--- config.mk ---
export PLATFORM = sky130hd
export DESIGN_NAME = keyed_fifo_unique_keys_core
export DESIGN_NICKNAME = d
export VERILOG_FILES = /design/src/rtl/kfuk_pkg.sv /design/src/rtl/keyed_fifo_unique_keys_core.sv /design/src/rtl/kfuk_front.sv /design/src/rtl/kfuk_cmd_queue.sv /design/src/rtl/kfuk_back.sv
export SDC_FILE = /design/constraint.sdc
export NUM_CORES = 2
export LEC_CHECK = 0
export BUFFER_PORTS_ARGS = -buffer_cell sky130_fd_sc_hd__clkbuf_2
export CORE_MARGIN = 2
export CORE_UTILIZATION = 45
export DETAILED_ROUTE_END_ITERATION = 10
export PLACE_DENSITY = 0.61
export SYNTH_ARGS = -nofsm -noshare
export SYNTH_HDL_FRONTEND = slang
export SYNTH_HIERARCHICAL = 1
export SYNTH_SLANG_ARGS = --single-unit
export TNS_END_PERCENT = 30
--- constraint.sdc ---
create_clock -name clk_i -period 13.25 [get_ports clk_i]
set_clock_uncertainty 0.05 [all_clocks]
set_input_delay 0.6625 -clock clk_i [delete_from_list [all_inputs] [get_ports clk_i]]
set_output_delay 0.6625 -clock clk_i [all_outputs]
set_load 0.1 [all_outputs]
--- src/rtl/kfuk_pkg.sv ---
package kfuk_pkg;

  localparam int unsigned MODE_W   = 3;
  localparam int unsigned KEY_W    = 31;
  localparam int unsigned VAL_W    = 32;
  localparam int unsigned POS_W    = 5;
  localparam int unsigned OCC_W    = 5;
  localparam int unsigned TDATA_W  = 72;

  localparam logic [MODE_W-1:0] MODE_INSERT   = 3'd0;
  localparam logic [MODE_W-1:0] MODE_DEQUEUE  = 3'd1;
  localparam logic [MODE_W-1:0] MODE_PEEK     = 3'd2;
  localparam logic [MODE_W-1:0] MODE_COUNT    = 3'd3;
  localparam logic [MODE_W-1:0] MODE_KEY_AT   = 3'd4;
  localparam logic [MODE_W-1:0] MODE_VALUE_AT = 3'd5;

  typedef enum logic [2:0] {
    OP_INSERT,
    OP_DEQUEUE,
    OP_PEEK,
    OP_COUNT,
    OP_KEY_AT,
    OP_VALUE_AT,
    OP_NONE
  } op_e;

  typedef struct packed {
    op_e                     op;
    logic [KEY_W-1:0]        key;
    logic signed [VAL_W-1:0] value;
    logic [POS_W-1:0]        pos;
  } cmd_t;

  typedef struct packed {
    logic                    ok;
    logic [KEY_W-1:0]        key;
    logic signed [VAL_W-1:0] value;
    logic [OCC_W-1:0]        occ;
  } res_t;

endpackage

--- src/rtl/keyed_fifo_unique_keys_core.sv ---
// Keyed FIFO of up to DEPTH key/value entries with unique keys. Each input item carries
// an operation in tuser: insert, dequeue key, peek oldest value, count, key at position or
// value at position (position 1 is the oldest entry). Insert is refused when the queue is
// full or the key is already held; any refusal, empty queue, bad position or unknown
// operation gives ok low with key and value zero. Every item gives one result with the
// occupancy after the operation. Items enter a two-stage front (input register and a
// two-entry command queue), then execute one at a time against a single-read-port store.
// Count, refusals on a full queue and unknown operations finish in the execute unit without a
// store read, reads pass through a read state, and an insert into a non-empty queue first
// scans the stored keys for a duplicate, reading one stored key per cycle, before its result.
module keyed_fifo_unique_keys_core
  import kfuk_pkg::*;
#(
  parameter int unsigned DEPTH = 16
)
(
  input  logic               clk_i,
  input  logic               rst_ni,
  input  logic               s_axis_tvalid,
  output logic               s_axis_tready,
  // key_in[30:0], value_in[62:31], position[67:63], zero[71:68]
  input  logic [TDATA_W-1:0] s_axis_tdata,
  // mode[2:0]
  input  logic [MODE_W-1:0]  s_axis_tuser,
  output logic               m_axis_tvalid,
  input  logic               m_axis_tready,
  // key_out[30:0], value_out[62:31], occupancy[67:63], zero[71:68]
  output logic [TDATA_W-1:0] m_axis_tdata,
  // ok[0]
  output logic               m_axis_tuser
);

  logic front_valid;
  logic front_ready;
  cmd_t front_cmd;
  logic q_valid;
  logic q_ready;
  cmd_t q_cmd;
  res_t res;

  kfuk_front u_front (
    .clk_i       (clk_i),
    .rst_ni      (rst_ni),
    .valid_i     (s_axis_tvalid),
    .ready_o     (s_axis_tready),
    .mode_i      (s_axis_tuser),
    .key_i       (s_axis_tdata[KEY_W-1:0]),
    .value_i     (s_axis_tdata[KEY_W+VAL_W-1:KEY_W]),
    .pos_i       (s_axis_tdata[KEY_W+VAL_W+POS_W-1:KEY_W+VAL_W]),
    .cmd_valid_o (front_valid),
    .cmd_ready_i (front_ready),
    .cmd_o       (front_cmd)
  );

  kfuk_cmd_queue u_queue (
    .clk_i        (clk_i),
    .rst_ni       (rst_ni),
    .push_valid_i (front_valid),
    .push_ready_o (front_ready),
    .push_cmd_i   (front_cmd),
    .pop_valid_o  (q_valid),
    .pop_ready_i  (q_ready),
    .pop_cmd_o    (q_cmd)
  );

  kfuk_back #(
    .DEPTH (DEPTH)
  ) u_back (
    .clk_i       (clk_i),
    .rst_ni      (rst_ni),
    .cmd_valid_i (q_valid),
    .cmd_ready_o (q_ready),
    .cmd_i       (q_cmd),
    .res_valid_o (m_axis_tvalid),
    .res_ready_i (m_axis_tready),
    .res_o       (res)
  );

  assign m_axis_tdata = {(TDATA_W - KEY_W - VAL_W - OCC_W)'(0), res.occ, res.value, res.key};
  assign m_axis_tuser = res.ok;

endmodule

--- src/rtl/kfuk_front.sv ---
module kfuk_front
  import kfuk_pkg::*;
(
  input  logic                    clk_i,
  input  logic                    rst_ni,
  input  logic                    valid_i,
  output logic                    ready_o,
  input  logic [MODE_W-1:0]       mode_i,
  input  logic [KEY_W-1:0]        key_i,
  input  logic signed [VAL_W-1:0] value_i,
  input  logic [POS_W-1:0]        pos_i,
  output logic                    cmd_valid_o,
  input  logic                    cmd_ready_i,
  output cmd_t                    cmd_o
);

  logic valid_q;
  cmd_t cmd_q;
  op_e  op;

  always_comb begin
    unique case (mode_i)
      MODE_INSERT:   op = OP_INSERT;
      MODE_DEQUEUE:  op = OP_DEQUEUE;
      MODE_PEEK:     op = OP_PEEK;
      MODE_COUNT:    op = OP_COUNT;
      MODE_KEY_AT:   op = OP_KEY_AT;
      MODE_VALUE_AT: op = OP_VALUE_AT;
      default:       op = OP_NONE;
    endcase
  end

  assign ready_o     = !valid_q || cmd_ready_i;
  assign cmd_valid_o = valid_q;
  assign cmd_o       = cmd_q;

  always_ff @(posedge clk_i or negedge rst_ni) begin
    if (!rst_ni) begin
      valid_q <= 1'b0;
    end else if (ready_o) begin
      valid_q <= valid_i;
    end
  end

  always_ff @(posedge clk_i) begin
    if (ready_o && valid_i) begin
      cmd_q.op    <= op;
      cmd_q.key   <= key_i;
      cmd_q.value <= value_i;
      cmd_q.pos   <= pos_i;
    end
  end

endmodule

--- src/rtl/kfuk_cmd_queue.sv ---
module kfuk_cmd_queue
  import kfuk_pkg::*;
(
  input  logic clk_i,
  input  logic rst_ni,
  input  logic push_valid_i,
  output logic push_ready_o,
  input  cmd_t push_cmd_i,
  output logic pop_valid_o,
  input  logic pop_ready_i,
  output cmd_t pop_cmd_o
);

  cmd_t       slot_q [2];
  logic       wr_q;
  logic       rd_q;
  logic [1:0] fill_q;
  logic       push;
  logic       pop;

  assign push_ready_o = (fill_q != 2'd2);
  assign pop_valid_o  = (fill_q != 2'd0);
  assign pop_cmd_o    = slot_q[rd_q];
  assign push         = push_valid_i && push_ready_o;
  assign pop          = pop_valid_o && pop_ready_i;

  always_ff @(posedge clk_i or negedge rst_ni) begin
    if (!rst_ni) begin
      wr_q   <= 1'b0;
      rd_q   <= 1'b0;
      fill_q <= 2'd0;
    end else begin
      if (push) wr_q <= !wr_q;
      if (pop) rd_q <= !rd_q;
      if (push && !pop) begin
        fill_q <= fill_q + 2'd1;
      end else if (pop && !push) begin
        fill_q <= fill_q - 2'd1;
      end
    end
  end

  always_ff @(posedge clk_i) begin
    if (push) slot_q[wr_q] <= push_cmd_i;
  end

endmodule

--- src/rtl/kfuk_back.sv ---
module kfuk_back
  import kfuk_pkg::*;
#(
  parameter int unsigned DEPTH = 16
)
(
  input  logic clk_i,
  input  logic rst_ni,
  input  logic cmd_valid_i,
  output logic cmd_ready_o,
  input  cmd_t cmd_i,
  output logic res_valid_o,
  input  logic res_ready_i,
  output res_t res_o
);

  localparam int unsigned AW = (DEPTH > 1) ? $clog2(DEPTH) : 1;
  localparam int unsigned CW = $clog2(DEPTH + 1);
  localparam int unsigned SW = ((AW > POS_W) ? AW : POS_W) + 1;

  typedef enum logic [1:0] {
    ST_IDLE,
    ST_READ,
    ST_SEARCH
  } state_e;

  state_e                  state_q;
  cmd_t                    cmd_q;
  logic [CW-1:0]           cnt_q;
  logic [CW-1:0]           chk_q;
  logic [AW-1:0]           rd_ptr_q;
  logic [AW-1:0]           wr_ptr_q;
  logic [AW-1:0]           scan_ptr_q;
  logic                    res_vld_q;
  res_t                    res_q;

  logic [KEY_W-1:0]        key_mem [DEPTH];
  logic signed [VAL_W-1:0] val_mem [DEPTH];
  logic [KEY_W-1:0]        key_rd_q;
  logic signed [VAL_W-1:0] val_rd_q;

  logic [SW-1:0]           pos_sum;
  logic [SW-1:0]           pos_idx;
  logic [AW-1:0]           raddr;
  logic                    pop;
  logic                    head_found;
  logic                    busy_nxt;
  logic                    res_set;
  logic                    srch_hit;
  logic                    srch_last;
  logic                    ins_wr;
  logic [KEY_W-1:0]        wkey;
  logic signed [VAL_W-1:0] wval;
  logic [CW-1:0]           cnt_inc;
  logic [CW-1:0]           cnt_dec;

  function automatic logic [AW-1:0] nxt(input logic [AW-1:0] p);
    return (p == AW'(DEPTH - 1)) ? '0 : p + AW'(1);
  endfunction

  function automatic res_t mk_res(input logic ok, input logic [KEY_W-1:0] k,
                                  input logic signed [VAL_W-1:0] v,
                                  input logic [CW-1:0] c);
    res_t r;
    r.ok    = ok;
    r.key   = k;
    r.value = v;
    r.occ   = OCC_W'(c);
    return r;
  endfunction

  assign cmd_ready_o = (state_q == ST_IDLE) && (!res_vld_q || res_ready_i);
  assign pop         = cmd_valid_i && cmd_ready_o;
  assign res_valid_o = res_vld_q;
  assign res_o       = res_q;
  assign cnt_inc     = cnt_q + CW'(1);
  assign cnt_dec     = cnt_q - CW'(1);

  // ring index of a 1-based position, one wrap at most
  always_comb begin
    pos_sum = SW'(rd_ptr_q) + SW'(cmd_i.pos) - SW'(1);
    pos_idx = (pos_sum >= SW'(DEPTH)) ? pos_sum - SW'(DEPTH) : pos_sum;
  end

  always_comb begin
    unique case (cmd_i.op)
      OP_DEQUEUE, OP_PEEK:   head_found = (cnt_q != '0);
      OP_KEY_AT, OP_VALUE_AT:
        head_found = (cmd_i.pos != '0) && (SW'(cmd_i.pos) <= SW'(cnt_q));
      default:               head_found = 1'b0;
    endcase
  end

  always_comb begin
    if (state_q == ST_SEARCH) begin
      raddr = scan_ptr_q;
    end else if (cmd_i.op == OP_KEY_AT || cmd_i.op == OP_VALUE_AT) begin
      raddr = AW'(pos_idx);
    end else begin
      raddr = rd_ptr_q;
    end
  end

  assign srch_hit  = (key_rd_q == cmd_q.key);
  assign srch_last = (chk_q == cnt_dec);
  assign ins_wr    = (state_q == ST_IDLE && pop && cmd_i.op == OP_INSERT && cnt_q == '0)
                  || (state_q == ST_SEARCH && !srch_hit && srch_last);
  assign wkey      = (state_q == ST_IDLE) ? cmd_i.key : cmd_q.key;
  assign wval      = (state_q == ST_IDLE) ? cmd_i.value : cmd_q.value;

  // item needs a read or a key scan before its result
  assign busy_nxt  = head_found
                  || (cmd_i.op == OP_INSERT && cnt_q != '0 && cnt_q != CW'(DEPTH));
  assign res_set   = (state_q == ST_IDLE && pop && !busy_nxt)
                  || (state_q == ST_READ)
                  || (state_q == ST_SEARCH && (srch_hit || srch_last));

  always_ff @(posedge clk_i) begin
    if (ins_wr) begin
      key_mem[wr_ptr_q] <= wkey;
      val_mem[wr_ptr_q] <= wval;
    end
    key_rd_q <= key_mem[raddr];
    val_rd_q <= val_mem[raddr];
  end

  always_ff @(posedge clk_i or negedge rst_ni) begin
    if (!rst_ni) begin
      res_vld_q <= 1'b0;
    end else if (res_set) begin
      res_vld_q <= 1'b1;
    end else if (res_ready_i) begin
      res_vld_q <= 1'b0;
    end
  end

  always_ff @(posedge clk_i or negedge rst_ni) begin
    if (!rst_ni) begin
      state_q   <= ST_IDLE;
      cnt_q     <= '0;
      rd_ptr_q  <= '0;
      wr_ptr_q  <= '0;
    end else begin
      unique case (state_q)
        ST_IDLE: begin
          if (pop) begin
            cmd_q      <= cmd_i;
            scan_ptr_q <= nxt(rd_ptr_q);
            chk_q      <= '0;
            unique case (cmd_i.op)
              OP_INSERT: begin
                if (cnt_q == CW'(DEPTH)) begin
                  res_q <= mk_res(1'b0, '0, '0, cnt_q);
                end else if (cnt_q != '0) begin
                  state_q <= ST_SEARCH;
                end
              end
              OP_COUNT: begin
                res_q <= mk_res(1'b1, '0, '0, cnt_q);
              end
              OP_NONE: begin
                res_q <= mk_res(1'b0, '0, '0, cnt_q);
              end
              default: begin
                if (head_found) begin
                  state_q <= ST_READ;
                end else begin
                  res_q <= mk_res(1'b0, '0, '0, cnt_q);
                end
              end
            endcase
          end
        end
        ST_READ: begin
          state_q <= ST_IDLE;
          unique case (cmd_q.op)
            OP_DEQUEUE: begin
              rd_ptr_q <= nxt(rd_ptr_q);
              cnt_q    <= cnt_dec;
              res_q    <= mk_res(1'b1, key_rd_q, '0, cnt_dec);
            end
            OP_PEEK, OP_VALUE_AT: res_q <= mk_res(1'b1, '0, val_rd_q, cnt_q);
            OP_KEY_AT:            res_q <= mk_res(1'b1, key_rd_q, '0, cnt_q);
            default:              res_q <= mk_res(1'b0, '0, '0, cnt_q);
          endcase
        end
        ST_SEARCH: begin
          if (srch_hit) begin
            res_q   <= mk_res(1'b0, '0, '0, cnt_q);
            state_q <= ST_IDLE;
          end else if (!srch_last) begin
            chk_q      <= chk_q + CW'(1);
            scan_ptr_q <= nxt(scan_ptr_q);
          end
        end
        default: state_q <= ST_IDLE;
      endcase
      if (ins_wr) begin
        wr_ptr_q <= nxt(wr_ptr_q);
        cnt_q    <= cnt_inc;
        res_q    <= mk_res(1'b1, '0, '0, cnt_inc);
        state_q  <= ST_IDLE;
      end
    end
  end

endmodule

==> flow_metrics.tcl <==
set metrics [dict create \
    critPathKind "flop to flop" \
    final_cell_area_um2 62700 \
    worst_slew_pin_slew_ns 1.07 \
    cts_buffers 150 \
    cts-root-buf "clkbuf_16" \
    clk_pin_slew_ns 0.06 \
    vias 26100 \
    num_rows 128 \
    critPathLaunchType "flop" \
    drive_above_1_share 0.280 \
    critPathMaxFanout 47 \
    hold_class "primary input to flop" \
    cp_top_family "flip-flops" \
    grt_max_degree 139 \
    dr.pass1.iters 5 \
    nNetsFinal 2926 \
    drv_slew 0 \
    start_util 0.453 \
    p_per_area_nw_per_um2 280 \
    antenna_found_initial 0 \
    synth_async_sr_flop_share 0.0145 \
    critPathBufInv 3 \
    dp.cells 4259 \
    grt_use_total 0.200 \
    drv_cap 0 \
    placedInstanceArea_um2 57500 \
    final_common_cell "edfxtp_1" \
    synth_warnings 6 \
    htree_num_levels 4 \
    synth_seq_cells 1449 \
    seq_area_frac_synth 0.778 \
    syn_inst 2575 \
    drt_drc_violations_left 0 \
    fin_crit_sh 0.439 \
    arrival_ns 6.43 \
    worstPathCellList "mux2_4, inv_1, ha_1, inv_1, ha_1, fa_1, xnor3_1, nor2_1, xor2_1, mux2i_1, and2_2, buf_4, a22oi_1, nand2_1" \
    max_freq_mhz 172 \
    yosysTopAreaCellShare 0.746 \
    area_delta_synth_final_pct 14.2 \
    grt_pass1_wl_um 182000 \
    slew_headroom 0.284 \
    ant_nets 0 \
    crit_slowest_cell "dfrtp_4" \
    ctsLongestPathBuffers 3 \
    yosysUniqueCellTypes 73 \
    synth_area_leader_cell "edfxtp_1" \
    setup_viol 0 \
    first_iter_violations 2461 \
    syn_area_per_cell_um2 21.3 \
    slowest_delay_ns 1.12 \
    placement.io_buffers 145 \
    core_um2 121000 \
    synthFlopType "edfxtp_1" \
    post-dp-hpwl_um 66700 \
    synthTopCellsByArea "edfxtp_1, mux4_2, dfxtp_1" \
    cts_setup_buffers 0 \
    fin_cells 4575 \
    rsz0062_at_grt "false" \
    hold_viol 0 \
    dieArea_um2 125000 \
    hold_slack_ns 0.0508 \
    die_w_um 353 \
    p_leak_uw 0.0209 \
    status "finished, final reports clean" \
    wl_per_cell_um 27.3 \
    synth.cell_area_um2 54900 \
    period_minus_slack_ns 5.81 \
    cts_tree "built" \
    ir_worst_vdd_mv 0.307 \
    via_per_inst 5.71 \
    required_ns 13.87 \
    ios 154 \
    die_h_um 353 \
    gp_congestion 0.748 \
    final_cell_mix "edfxtp_1, mux4_2, clkbuf_16, clkbuf_2, a22oi_1" \
    grt_overflow 0 \
    setup-tns-final_ns 0 \
    end_kind "flop" \
    clk_latency_ns 0.75 \
    synth_edf_count 1365 \
    cts.sinks 1449 \
    grt_pass1_vias 27300 \
    wl_um 125000 \
]
==> cell type report <==
| type | instances | area [µm²] |
|---|---|---|
| clock buffer | 208 | 4180 |
| inverter | 27 | 101 |
| multi-input combinational | 967 | 11500 |
| antenna | 1 | 2.50 |
| timing repair buffer | 228 | 1460 |
| tap | 1625 | 2030 |
| clock inverter | 70 | 687 |
| fill | 9607 | 58700 |
| sequential | 1449 | 42800 |
==> cell usage after synthesis (3+ instances only) <==
library cell  number
clkbuf_1          54
ha_1              23
buf_12             7
buf_2             61
a221oi_1           4
xnor2_1           16
mux4_2           245
a21oi_1           19
inv_1             27
and3_1            13
a31oi_1            7
xor2_1            40
o21ai_1            6
or3_1              3
nor4_1             7
buf_4              7
nor3_1            12
buf_6              4
nor2_1            24
and2_1             8
dfrtp_1           21
mux2_2            66
a311oi_1           3
nor3b_1            8
nand2b_1           8
nand2_1          109
o21ai_0           13
a22oi_1          123
a311o_1            3
a22o_1            63
edfxtp_1        1365
dfxtp_1           63
mux2_4            69
nand4_1            8
nand4b_1           3
nand3_1           11
==> where the power goes <==
part,internal [µW],total [µW],switching (µW)
Clock,2430,4130,1700
Sequential,6410,6760,347
Combinational,2470,6690,4220
==> flip-flops by register name, indices dropped and copies added (netlist names), 2 cells and up <==
register and flops:
u_back/val_mem 512, u_back/val_rd_q 32, u_back/wr_ptr_q 4, u_back/chk_q 5
u_back/cnt_q 5, u_queue/slot_q 142, u_back/key_rd_q 31, u_queue/fill_q 2
u_back/key_mem 496, u_back/cmd_q 66, u_back/res_o 69, u_front/cmd_o 71
u_back/state_q 2, u_back/scan_ptr_q 4, u_back/rd_ptr_q 4
==> layer usage <==
| metal | vias up | global-route usage | part of all wire | wire length (µm) |
|---|---|---|---|---|
| li1 | 11100 | - | - | - |
| met1 | 13900 | 0.278 | 0.42 | 52900 |
| met2 | 911 | 0.330 | 0.49 | 61300 |
| met3 | 187 | 0.0309 | 0.062 | 7790 |
| met4 | 0 | 0.0573 | 0.022 | 2780 |
| met5 | - | 0 | 0 | 0 |
==> worst paths after layout <==
check	startpoint	to	slack, ns	cells past startpoint
setup / recovery	u_queue/rd_q$_DFFE_PN0P_	u_back/val_rd_q[9]$_DFF_P_	7.44	14
hold / removal	s_axis_tdata[23]	u_front/cmd_o[60]$_DFFE_PP_	0.05	1
setup reg to reg	u_queue/rd_q$_DFFE_PN0P_	u_back/val_rd_q[9]$_DFF_P_	7.44	14
hold reg to reg	u_front/cmd_o[68]$_DFFE_PP_	u_queue/slot_q[0][68]$_DFFE_PP_	0.39	0
max in group asynchronous	rst_ni	u_queue/rd_q$_DFFE_PN0P_	11.40	3
min in group asynchronous	rst_ni	u_back/state_q[1]$_DFFE_PN0P_	0.52	2
==> per-stage QoR <==
| stage | util | power, µW | setup slack (ns) |
|---|---|---|---|
| after CTS | 0.517 | 17700 | 7.33 |
| after global routing | 0.517 | 18400 | 6.99 |
| after floorplan | - | 11800 | 5.53 |
| after detailed placement | 0.474 | 13600 | 7.35 |
| final | 0.517 | 17600 | 7.44 |
| after global placement | 0.474 | 13400 | 7.38 |
==> cells by family (layout without fill, tap and decap cells) <==
family	count (synthesis)	after routing	synth area share
other	1	5	0.0000682
muxes	382	382	0.133
and+or+nand+nor	232	232	0.0208
xor gates and xnor gates	57	57	0.00934
AOI/OAI and AO/OA	268	268	0.0370
buffers and inverters	162	533	0.0156
adders and majority gates	24	24	0.00560
DFF	1449	1449	0.778
==> repair_timing <==
item / CTS / global route
hold endpoints to repair: 44 / 0
gates resized for setup: 0 / 0
hold buffers: 37 / 0
(Power assumes the default switching activity.)
